===== src/rtl/core/pu_pkg.sv =====
// Shared types, codes and the factorial table for the permutation unranking block.
`timescale 1ns / 1ps

package pu_pkg;

  // Fixed field widths
  localparam int RANK_W  = 29;
  localparam int DIGIT_W = 4;
  // Index width carried in the word-store command; covers the largest allowed word
  localparam int IDX_PW  = 4;
  // Divider step counter: one quotient bit per step
  localparam int STEP_W  = $clog2(DIGIT_W);
  localparam int DIV_W   = RANK_W + DIGIT_W - 1;

  typedef enum logic [1:0] {
    FN_LOAD   = 2'd0,
    FN_LEX    = 2'd1,
    FN_REVLEX = 2'd2,
    FN_FIKE   = 2'd3
  } pu_func_t;

  typedef enum logic [3:0] {
    S_IDLE,
    S_BAD,
    S_LADDER,
    S_DIV_GO,
    S_DIV_WAIT,
    S_LEX,
    S_FIKE_A,
    S_FIKE_B,
    S_EMIT
  } pu_state_t;

  typedef enum logic [2:0] {
    W_NONE,
    W_LOAD,
    W_ROTATE,
    W_HOLD,
    W_SWAP
  } pu_wop_t;

  typedef struct packed {
    pu_wop_t           op;
    logic [IDX_PW-1:0] a_idx;
    logic [IDX_PW-1:0] b_idx;
    logic [IDX_PW-1:0] rd_addr;
  } pu_word_cmd_t;

  // n! for word lengths up to twelve
  function automatic logic [RANK_W-1:0] fact_f(input logic [DIGIT_W-1:0] n);
    logic [RANK_W-1:0] f;
    case (n)
      4'd0:    f = 29'd1;
      4'd1:    f = 29'd1;
      4'd2:    f = 29'd2;
      4'd3:    f = 29'd6;
      4'd4:    f = 29'd24;
      4'd5:    f = 29'd120;
      4'd6:    f = 29'd720;
      4'd7:    f = 29'd5040;
      4'd8:    f = 29'd40320;
      4'd9:    f = 29'd362880;
      4'd10:   f = 29'd3628800;
      4'd11:   f = 29'd39916800;
      4'd12:   f = 29'd479001600;
      default: f = 29'd479001600;
    endcase
    return f;
  endfunction

endpackage


===== src/rtl/core/pu_div.sv =====
// Shared restoring divider: small quotient, one quotient bit per cycle.
`timescale 1ns / 1ps

module pu_div (
  input  logic                       clk,
  input  logic                       rst_n,
  input  logic                       start,
  input  logic [pu_pkg::RANK_W-1:0]  dividend,
  input  logic [pu_pkg::RANK_W-1:0]  divisor,
  output logic                       done,
  output logic [pu_pkg::DIGIT_W-1:0] quo,
  output logic [pu_pkg::RANK_W-1:0]  rem
);
  import pu_pkg::*;

  logic                busy_r;
  logic                done_r;
  logic [STEP_W-1:0]   k_r;
  logic [RANK_W-1:0]   rem_r;
  logic [RANK_W-1:0]   div_r;
  logic [DIGIT_W-1:0]  quo_r;
  logic [DIV_W-1:0]    dsh;
  logic                ge;

  // trial subtract of the shifted divisor
  assign dsh = DIV_W'(div_r) << k_r;
  assign ge  = (DIV_W'(rem_r) >= dsh);

  // control
  always_ff @(posedge clk) begin
    if (!rst_n) begin
      busy_r <= 1'b0;
      done_r <= 1'b0;
      k_r    <= '0;
    end else begin
      done_r <= 1'b0;
      if (start) begin
        busy_r <= 1'b1;
        k_r    <= STEP_W'(DIGIT_W - 1);
      end else if (busy_r) begin
        k_r <= k_r - STEP_W'(1);
        if (k_r == '0) begin
          busy_r <= 1'b0;
          done_r <= 1'b1;
        end
      end
    end
  end

  // datapath
  always_ff @(posedge clk) begin
    if (start) begin
      rem_r <= dividend;
      div_r <= divisor;
      quo_r <= '0;
    end else if (busy_r) begin
      quo_r[k_r] <= ge;
      if (ge) begin
        rem_r <= rem_r - dsh[RANK_W-1:0];
      end
    end
  end

  assign done = done_r;
  assign quo  = quo_r;
  assign rem  = rem_r;

`ifndef SYNTHESIS
  a_no_restart: assert property (@(posedge clk) disable iff (!rst_n)
    !(start && busy_r))
    else $error("divider started while running");

  a_done_after_last_step: assert property (@(posedge clk) disable iff (!rst_n)
    done_r |-> ($past(busy_r) && ($past(k_r) == '0)))
    else $error("divider done without finishing its steps");

  a_start_loads_count: assert property (@(posedge clk) disable iff (!rst_n)
    start |=> (busy_r && (k_r == STEP_W'(DIGIT_W - 1))))
    else $error("divider did not begin at the top quotient bit");
`endif

endmodule


===== src/rtl/core/pu_word.sv =====
// Symbol register file: load, remove-and-rotate, and hold-then-swap operations.
`timescale 1ns / 1ps

module pu_word #(
  parameter int MAX_LEN     = 12,
  parameter int SYMBOL_BITS = 8
) (
  input  logic                     clk,
  input  pu_pkg::pu_word_cmd_t     cmd,
  input  logic [SYMBOL_BITS-1:0]   wdata,
  output logic [SYMBOL_BITS-1:0]   rd_data
);
  import pu_pkg::*;

  localparam int IDX_W = (MAX_LEN > 1) ? $clog2(MAX_LEN) : 1;

  logic [SYMBOL_BITS-1:0] word_r [MAX_LEN];
  logic [SYMBOL_BITS-1:0] hold_r;
  logic [SYMBOL_BITS-1:0] up_val [MAX_LEN];
  logic [IDX_W-1:0]       a_idx;
  logic [IDX_W-1:0]       b_idx;
  logic [IDX_W-1:0]       rd_idx;

  assign a_idx  = cmd.a_idx[IDX_W-1:0];
  assign b_idx  = cmd.b_idx[IDX_W-1:0];
  assign rd_idx = cmd.rd_addr[IDX_W-1:0];

  // single read port
  assign rd_data = word_r[rd_idx];

  // neighbor above each entry, for the removal shift
  for (genvar g = 0; g < MAX_LEN; g++) begin : g_up
    if (g == MAX_LEN - 1) begin : g_top
      assign up_val[g] = word_r[g];
    end else begin : g_mid
      assign up_val[g] = word_r[g + 1];
    end
  end

  // entry updates
  always_ff @(posedge clk) begin
    for (int j = 0; j < MAX_LEN; j++) begin
      case (cmd.op)
        W_LOAD: begin
          if (IDX_W'(j) == a_idx) word_r[j] <= wdata;
        end
        W_ROTATE: begin
          // picked entry goes to the top of the live list, the rest close up
          if (IDX_W'(j) == b_idx) begin
            word_r[j] <= rd_data;
          end else if ((IDX_W'(j) >= a_idx) && (IDX_W'(j) < b_idx)) begin
            word_r[j] <= up_val[j];
          end
        end
        W_SWAP: begin
          if (IDX_W'(j) == b_idx) begin
            word_r[j] <= hold_r;
          end else if (IDX_W'(j) == a_idx) begin
            word_r[j] <= rd_data;
          end
        end
        default: begin
        end
      endcase
    end
  end

  // swap holding register
  always_ff @(posedge clk) begin
    if (cmd.op == W_HOLD) hold_r <= rd_data;
  end

endmodule


===== src/rtl/core/permutation_unrank.sv =====
// Permutation unranking top level: loads symbols, then emits the chosen permutation.
// Load item: busy stays low. Invalid compute: busy for one cycle, one result next.
// Compute on n >= 2 symbols: an (n-1)-entry place-value ladder, then n-1 digits on the shared
// divider, then n-1 removal steps (n-1 hold-and-swap pairs for Fike order), then n results,
// one per cycle.
// Reset (rst_n low, synchronous) empties the word and returns the sequencer to idle.
`timescale 1ns / 1ps

module permutation_unrank #(
  parameter int MAX_LEN     = 12,
  parameter int SYMBOL_BITS = 8
) (
  input  logic                       clk,
  input  logic                       rst_n,
  input  logic                       start,
  output logic                       busy,
  input  logic [1:0]                 in_func,
  input  logic [SYMBOL_BITS-1:0]     in_symbol,
  input  logic [pu_pkg::RANK_W-1:0]  in_rank,
  output logic                       out_valid,
  output logic [SYMBOL_BITS-1:0]     out_symbol,
  output logic [pu_pkg::DIGIT_W-1:0] out_code_digit,
  output logic                       out_last,
  output logic                       out_invalid
);
  import pu_pkg::*;

  localparam int IDX_W = (MAX_LEN > 1) ? $clog2(MAX_LEN) : 1;
  localparam int CNT_W = $clog2(MAX_LEN + 1);
  localparam logic [CNT_W-1:0] MAX_CNT = CNT_W'(MAX_LEN);

  pu_state_t          state_r, state_nxt;
  pu_func_t           func_r, func_nxt;
  logic [CNT_W-1:0]   cnt_r, cnt_nxt;
  logic [CNT_W-1:0]   n_r, n_nxt;
  logic [IDX_W-1:0]   i_r, i_nxt;
  logic [RANK_W-1:0]  r_r, r_nxt;
  logic [RANK_W-1:0]  prod_r, prod_nxt;

  logic                   out_valid_r, out_valid_nxt;
  logic [SYMBOL_BITS-1:0] out_symbol_r, out_symbol_nxt;
  logic [DIGIT_W-1:0]     out_digit_r, out_digit_nxt;
  logic                   out_last_r, out_last_nxt;
  logic                   out_invalid_r, out_invalid_nxt;

  // place values and extracted digits
  logic [RANK_W-1:0]  place_r [MAX_LEN];
  logic [DIGIT_W-1:0] digit_r [MAX_LEN];
  logic               place_we;
  logic               digit_we;
  logic [DIGIT_W-1:0] digit_wd;

  // shared units
  logic               div_start;
  logic               div_done;
  logic [DIGIT_W-1:0] div_quo;
  logic [RANK_W-1:0]  div_rem;
  pu_word_cmd_t       wcmd;
  logic [SYMBOL_BITS-1:0] rd_data;

  // helpers
  pu_func_t                  in_fn;
  logic [CNT_W-1:0]          i_ext;
  logic                      at_last_digit;
  logic                      at_last_pos;
  logic [DIGIT_W-1:0]        n4;
  logic [DIGIT_W-1:0]        i4;
  logic [DIGIT_W-1:0]        ip1;
  logic [DIGIT_W-1:0]        factor;
  logic [RANK_W+DIGIT_W-1:0] prod_full;
  logic [DIGIT_W-1:0]        fike_q;
  logic [DIGIT_W-1:0]        cur_digit;
  logic [DIGIT_W-1:0]        len4;
  logic [DIGIT_W-1:0]        lex_p;
  logic [DIGIT_W-1:0]        lex_q;
  logic [DIGIT_W-1:0]        fike_p;
  logic [IDX_W-1:0]          emit_addr;

  assign in_fn         = pu_func_t'(in_func);
  assign i_ext         = CNT_W'(i_r);
  assign at_last_digit = (i_ext == (n_r - CNT_W'(2)));
  assign at_last_pos   = (i_ext == (n_r - CNT_W'(1)));
  assign n4            = DIGIT_W'(n_r);
  assign i4            = DIGIT_W'(i_r);
  assign ip1           = i4 + DIGIT_W'(1);
  assign cur_digit     = digit_r[i_r];

  // place-value ladder: Fike scales by (i+2), lexicographic by (n-i)
  assign factor    = (func_r == FN_FIKE) ? (i4 + DIGIT_W'(2)) : (n4 - i4);
  assign prod_full = prod_r * factor;

  // Fike swap index from the quotient, clamped
  assign fike_q = (div_quo > ip1) ? ip1 : div_quo;

  // lexicographic pick, counted from the end of the live list in reverse order
  assign len4  = n4 - i4;
  assign lex_p = (cur_digit >= len4) ? (len4 - DIGIT_W'(1)) : cur_digit;
  assign lex_q = (func_r == FN_REVLEX) ? (len4 - DIGIT_W'(1) - lex_p) : lex_p;

  assign fike_p = (cur_digit >= n4) ? (n4 - DIGIT_W'(1)) : cur_digit;

  // lexicographic picks sit top-down in the store; reverse and Fike read bottom-up
  assign emit_addr = (func_r == FN_LEX) ? IDX_W'(n_r - CNT_W'(1) - i_ext) : i_r;

  pu_div u_div (
    .clk      (clk),
    .rst_n    (rst_n),
    .start    (div_start),
    .dividend (r_r),
    .divisor  (place_r[i_r]),
    .done     (div_done),
    .quo      (div_quo),
    .rem      (div_rem)
  );

  pu_word #(
    .MAX_LEN     (MAX_LEN),
    .SYMBOL_BITS (SYMBOL_BITS)
  ) u_word (
    .clk     (clk),
    .cmd     (wcmd),
    .wdata   (in_symbol),
    .rd_data (rd_data)
  );

  // sequencer: next state and controls
  always_comb begin
    state_nxt       = state_r;
    func_nxt        = func_r;
    cnt_nxt         = cnt_r;
    n_nxt           = n_r;
    i_nxt           = i_r;
    r_nxt           = r_r;
    prod_nxt        = prod_r;
    out_valid_nxt   = 1'b0;
    out_symbol_nxt  = out_symbol_r;
    out_digit_nxt   = out_digit_r;
    out_last_nxt    = out_last_r;
    out_invalid_nxt = out_invalid_r;
    place_we        = 1'b0;
    digit_we        = 1'b0;
    digit_wd        = div_quo;
    div_start       = 1'b0;
    wcmd            = '{op: W_NONE, a_idx: '0, b_idx: '0, rd_addr: '0};

    case (state_r)
      S_IDLE: begin
        if (start) begin
          if (in_fn == FN_LOAD) begin
            if (cnt_r < MAX_CNT) begin
              wcmd.op    = W_LOAD;
              wcmd.a_idx = IDX_PW'(cnt_r);
              cnt_nxt    = cnt_r + CNT_W'(1);
            end
          end else begin
            cnt_nxt  = '0;
            n_nxt    = cnt_r;
            func_nxt = in_fn;
            r_nxt    = in_rank - RANK_W'(1);
            prod_nxt = RANK_W'(1);
            i_nxt    = IDX_W'(cnt_r - CNT_W'(2));
            if ((cnt_r == '0) || (in_rank == '0) ||
                (in_rank > fact_f(DIGIT_W'(cnt_r)))) begin
              state_nxt = S_BAD;
            end else if (cnt_r == CNT_W'(1)) begin
              i_nxt     = '0;
              state_nxt = S_EMIT;
            end else begin
              state_nxt = S_LADDER;
            end
          end
        end
      end

      S_BAD: begin
        out_valid_nxt   = 1'b1;
        out_symbol_nxt  = '0;
        out_digit_nxt   = '0;
        out_last_nxt    = 1'b1;
        out_invalid_nxt = 1'b1;
        state_nxt       = S_IDLE;
      end

      // place values from the least significant digit upward
      S_LADDER: begin
        place_we = 1'b1;
        prod_nxt = prod_full[RANK_W-1:0];
        if (i_r == '0) begin
          state_nxt = S_DIV_GO;
        end else begin
          i_nxt = i_r - IDX_W'(1);
        end
      end

      S_DIV_GO: begin
        div_start = 1'b1;
        state_nxt = S_DIV_WAIT;
      end

      S_DIV_WAIT: begin
        if (div_done) begin
          digit_we = 1'b1;
          digit_wd = (func_r == FN_FIKE) ? (ip1 - fike_q) : div_quo;
          r_nxt    = div_rem;
          if (at_last_digit) begin
            i_nxt     = '0;
            state_nxt = (func_r == FN_FIKE) ? S_FIKE_A : S_LEX;
          end else begin
            i_nxt     = i_r + IDX_W'(1);
            state_nxt = S_DIV_GO;
          end
        end
      end

      // pick one entry, close the gap, park the pick above the live list
      S_LEX: begin
        wcmd.op      = W_ROTATE;
        wcmd.a_idx   = IDX_PW'(lex_q);
        wcmd.b_idx   = IDX_PW'(len4 - DIGIT_W'(1));
        wcmd.rd_addr = IDX_PW'(lex_q);
        if (at_last_digit) begin
          i_nxt     = '0;
          state_nxt = S_EMIT;
        end else begin
          i_nxt = i_r + IDX_W'(1);
        end
      end

      S_FIKE_A: begin
        wcmd.op      = W_HOLD;
        wcmd.rd_addr = IDX_PW'(ip1);
        state_nxt    = S_FIKE_B;
      end

      S_FIKE_B: begin
        wcmd.op      = W_SWAP;
        wcmd.a_idx   = IDX_PW'(ip1);
        wcmd.b_idx   = IDX_PW'(fike_p);
        wcmd.rd_addr = IDX_PW'(fike_p);
        if (at_last_digit) begin
          i_nxt     = '0;
          state_nxt = S_EMIT;
        end else begin
          i_nxt     = i_r + IDX_W'(1);
          state_nxt = S_FIKE_A;
        end
      end

      S_EMIT: begin
        wcmd.rd_addr    = IDX_PW'(emit_addr);
        out_valid_nxt   = 1'b1;
        out_symbol_nxt  = rd_data;
        out_digit_nxt   = at_last_pos ? '0 : cur_digit;
        out_last_nxt    = at_last_pos;
        out_invalid_nxt = 1'b0;
        if (at_last_pos) begin
          state_nxt = S_IDLE;
        end else begin
          i_nxt = i_r + IDX_W'(1);
        end
      end

      default: begin
        state_nxt = S_IDLE;
      end
    endcase
  end

  // control registers
  always_ff @(posedge clk) begin
    if (!rst_n) begin
      state_r     <= S_IDLE;
      cnt_r       <= '0;
      out_valid_r <= 1'b0;
    end else begin
      state_r     <= state_nxt;
      cnt_r       <= cnt_nxt;
      out_valid_r <= out_valid_nxt;
    end
  end

  // payload registers
  always_ff @(posedge clk) begin
    func_r        <= func_nxt;
    n_r           <= n_nxt;
    i_r           <= i_nxt;
    r_r           <= r_nxt;
    prod_r        <= prod_nxt;
    out_symbol_r  <= out_symbol_nxt;
    out_digit_r   <= out_digit_nxt;
    out_last_r    <= out_last_nxt;
    out_invalid_r <= out_invalid_nxt;
    if (place_we) place_r[i_r] <= prod_r;
    if (digit_we) digit_r[i_r] <= digit_wd;
  end

  assign busy           = (state_r != S_IDLE);
  assign out_valid      = out_valid_r;
  assign out_symbol     = out_symbol_r;
  assign out_code_digit = out_digit_r;
  assign out_last       = out_last_r;
  assign out_invalid    = out_invalid_r;

`ifndef SYNTHESIS
  a_invalid_is_last: assert property (@(posedge clk) disable iff (!rst_n)
    (out_valid_r && out_invalid_r) |-> out_last_r)
    else $error("invalid result not marked last");

  a_last_returns_idle: assert property (@(posedge clk) disable iff (!rst_n)
    (out_valid_r && out_last_r) |-> (state_r == S_IDLE))
    else $error("sequencer still running after the final result");

  a_compute_empties_word: assert property (@(posedge clk) disable iff (!rst_n)
    (start && !busy && (in_func != FN_LOAD)) |=> (cnt_r == '0))
    else $error("word not emptied by a compute item");

  a_count_in_range: assert property (@(posedge clk) disable iff (!rst_n)
    cnt_r <= MAX_CNT)
    else $error("word count beyond capacity");
`endif

endmodule

===== config.mk =====
export PLATFORM = sky130hd
export DESIGN_NAME = permutation_unrank
export DESIGN_NICKNAME = d
export VERILOG_FILES = /design/src/rtl/core/pu_pkg.sv /design/src/rtl/core/pu_div.sv /design/src/rtl/core/pu_word.sv /design/src/rtl/core/permutation_unrank.sv
export SDC_FILE = /design/constraint.sdc
export NUM_CORES = 2
export LEC_CHECK = 0
export BUFFER_PORTS_ARGS = -buffer_cell sky130_fd_sc_hd__buf_4
export CORE_MARGIN = 2
export CORE_UTILIZATION = 24
export CTS_BUF_LIST = sky130_fd_sc_hd__clkbuf_16
export CTS_CLUSTER_SIZE = 28
export DETAILED_ROUTE_END_ITERATION = 6
export PLACE_DENSITY_LB_ADDON = 0.25
export SYNTH_ARGS = -nofsm -noshare
export SYNTH_HDL_FRONTEND = slang
export SYNTH_SLANG_ARGS = --single-unit
export TNS_END_PERCENT = 10

===== constraint.sdc =====
create_clock -name clk -period 12.35 [get_ports clk]
set_input_delay 0.6175 -clock clk [delete_from_list [all_inputs] [get_ports clk]]
set_output_delay 0.6175 -clock clk [all_outputs]
set_load 0.02 [all_outputs]

==> summary.md <==
| Metric | Value |
|---|---|
| Outcome | complete, no violations |
| Total number of vias | 25045 |
| Vias in the first global route | 24912 |
| Sequential Power Share | 0.444 |
| Fin. max-slew vios | 0 |
| Net switching power | 1630 uW |
| Post-Syn Instances | 3044 |
| Final-stage net count | 3306 |
| Sw Share | 0.274 |
| Cts hold-fix bufs | 0 |
| Yosys top cell by area | edfxtp_1 |
| Lkg Pwr | 0.0150 uW |
| Pint | 4310 uW |
| FMAX | 129 MHz |
| HP Start | in_func[0] |
| #FFs+latches synth | 682 |
| Layout cell share with drive strength beyond 1 | 0.134 |
| I/O pin count | 58 |
| Compound-gate portion of the synthesized area | 0.123 |
| Crit start category | register |
| Post-CTS Resized | 0 |
| Synth Area per Inst | 12.3 sq um |
| Mux share of post-synthesis cell area | 0.101 |
| Post-Syn Nets | 3278 |
| Mapped cell area | 37300 sq um |
| CP Data Required Time | 12.70 ns |
| H-tree depth | 3 |
| Final Hold Slack | 0.216 ns |
| # Post-CTS Setup Buffers | 0 |
| Worst Slack Setup Final | 4.61 ns |
| Final setup fails | 0 |
| Number of CTS-inserted buffers | 78 |
| Area share of the largest cell type after synthesis | 0.515 |
| Ant. Diodes | 0 |
| Part of the power in combinational logic | 0.170 |
| Post-synth EDFFs | 640 |
| Setup TNS | 0 ns |
| Routed WL | 107 mm |
| Clock network fraction of design power | 0.386 |
| Ys async rst share | 0 |
| Clock Latency Late Sink | 0.67 ns |
| DR iter-0 viols | 2093 |
| Critical Path AT | 8.08 ns |
| Layout area overhead | 14.1% |
| Area of the multi-input gates | 16100 sq um |
| Synth Area in Adders | 0.0756 |
| Final ANT Viol Nets | 0 |
| First-pass GRT wire length | 162 mm |
| HP Class | in -> reg |
| Largest net degree at the start of global routing | 69 |
| Post-DR vias/cell | 4.84 |
| Peak supply drop | 0.0973 mV |
| GRT Residual Overflow | 0 |
| CTS tree | built |
| Commonest non-fill, non-tap cell in the layout | edfxtp_1 |
| Tcrit/Tclk final | 0.627 |
| # Max-Cap Violations | 0 |
| Maximum clock path buffer count | 3 |
| Register area | 20100 sq um |
| Worst-margin pin slew | 1.18 ns |
| I/O Buffers | 57 |
| Rows | 144 |
| Unrepaired setup endpoints after global routing | no |
| CTS sink cnt | 682 |
| Max transition margin | 0.209 |
| Initial antenna violation count | 0 |
| GRT Total Usage | 0.134 |
| RePlAce Congestion | 0.903 |
| DRC errors left | 0 |
| Simple-gate area share of the yosys netlist | 0.105 |
| Ys flop type | edfxtp_1 |
| Endpoints failing hold | 0 |
| CP Capture Type | register |
| Worst Setup Path Type | reg -> reg |
| 1st-pass router iterations | 5 |
| Synth Area in XOR/XNOR | 0.0228 |
| Register area share after synthesis | 0.537 |
| Design Power | 5930 uW |
| Post-layout min period | 7.74 ns |
| Die Span X | 398 um |
| Core footprint | 154000 sq um |
| Drt wl/cell | 20.7 um |
| Ys Warns | 0 |
| Root buf cell | clkbuf_16 |
| Cell variety after synth | 101 |
| Largest family of logic cells by synthesized area | compound AO/OA/AOI/OAI gates |
| CP Max Fanout | 34 |
| Top post-synthesis cells by area | edfxtp_1 (51%), mux4_2 (6.4%), ha_1 (4.6%) |
| Initial Util | 0.242 |
| Most frequent cells in the layout | edfxtp_1 (640), nand2_1 (273), nor2_1 (205) |
| DIE HEIGHT | 398 um |
| Layout fillers | 15970 |
| PwrDens | 139 nW/um^2 |
| Hpwl dp | 74.1 mm |
| Clock skew | 0.0431 ns |
| Full die area | 159000 sq um |
| Worst slack, placed | 4.57 ns |
| Reg clk slew, reported paths | 0.07 ns |
-- cell usage after synthesis, types with 34 or more instances --
cell,count
ha_1,136
nand3_1,50
clkbuf_1,113
a211oi_1,34
mux2i_1,101
and2_1,67
inv_1,168
nand2b_1,34
xnor2_1,54
xor2_1,36
fa_1,56
o21ai_0,151
a21o_1,51
a21oi_1,124
mux4_2,106
edfxtp_1,640
nor2_1,207
dfxtp_1,42
o22ai_1,59
nor3_1,55
nand2_1,274
-- kinds of logic (layout without fill, tap and decap cells) --
logic type      after synthesis  count (layout)
simple gates                828             828
flops                       682             682
compound gates              681             681
buf+inv                     328             410
mux                         240             240
fa+ha+maj                   192             192
xor+xnor                     93              93
-- worst max-delay path: stages, from the launching register on --
cell and delay (ns):
dfxtp_1 1.01, mux2_2 0.31, o22ai_1 0.09, o31ai_2 0.71, ha_1 0.42, and2_1 0.16
a221oi_1 0.33, or4_4 0.20, a41o_1 0.19, a21boi_0 0.21, ha_1 0.18, inv_1 0.06
fa_1 0.38, xor2_1 0.17, o21ai_0 0.14, a21oi_1 0.12, a2111oi_4 0.36, buf_4 0.53
mux2_2 0.40, o22ai_1 0.24, nor3_2 0.13, nor2_1 0.87, a221oi_1 0.22
-- final timing paths --
check,end,slack [ns],depth (start not counted)
min reg2reg,u_div.quo[1],0.52,2
max,u_word.word_r[11][7],4.61,22
min,func_r[0],0.22,1
max reg2reg,u_word.word_r[11][7],4.61,22
-- through the flow --
step	utilization	cell area (sq um)	instances
floorplan	-	37300	3044
global placement	0.260	40100	5036
detailed placement	0.260	40100	5036
CTS	0.276	42600	5170
global route	0.276	42600	5170
finish	0.276	42600	5170
-- sequential cells by signal, summed over array words and instances (netlist names), 4 cells and up, named ones only --
name and flops:
u_word.hold_r 8, state_r 4, u_div.rem 29, out_code_digit 4
u_word.word_r 96, cnt_r 4, r_r 29, place_r 348
u_div.quo 4, n4 4, u_div.div_r 29, i4 4
digit_r 48, prod_r 29, out_symbol 8
-- power by group through the flow --
stage	clock network, uW	logic [uW]	registers [uW]
floorplan	0	758	2650
global placement	0	1010	2680
detailed placement	0	1010	2680
CTS	2360	1020	2630
global route	2440	1140	2640
finish	2290	1010	2630
-- layout make-up --
cell class	instances	area share
Clock buffer	82	0.0481
Clock inverter	52	0.0107
Inverter	170	0.0150
Multi-Input combinational cell	2034	0.377
Sequential cell	682	0.471
Tap cell	2044	0.0600
Timing Repair Buffer	106	0.0187
-- metal layers --
layer	part of all wire	up-vias	GRT usage
met5	0	-	0
met4	0.028	0	0.0426
met3	0.054	167	0.0225
met2	0.46	749	0.214
met1	0.46	12559	0.184
li1	-	11570	-
(Power assumes the default switching activity.)
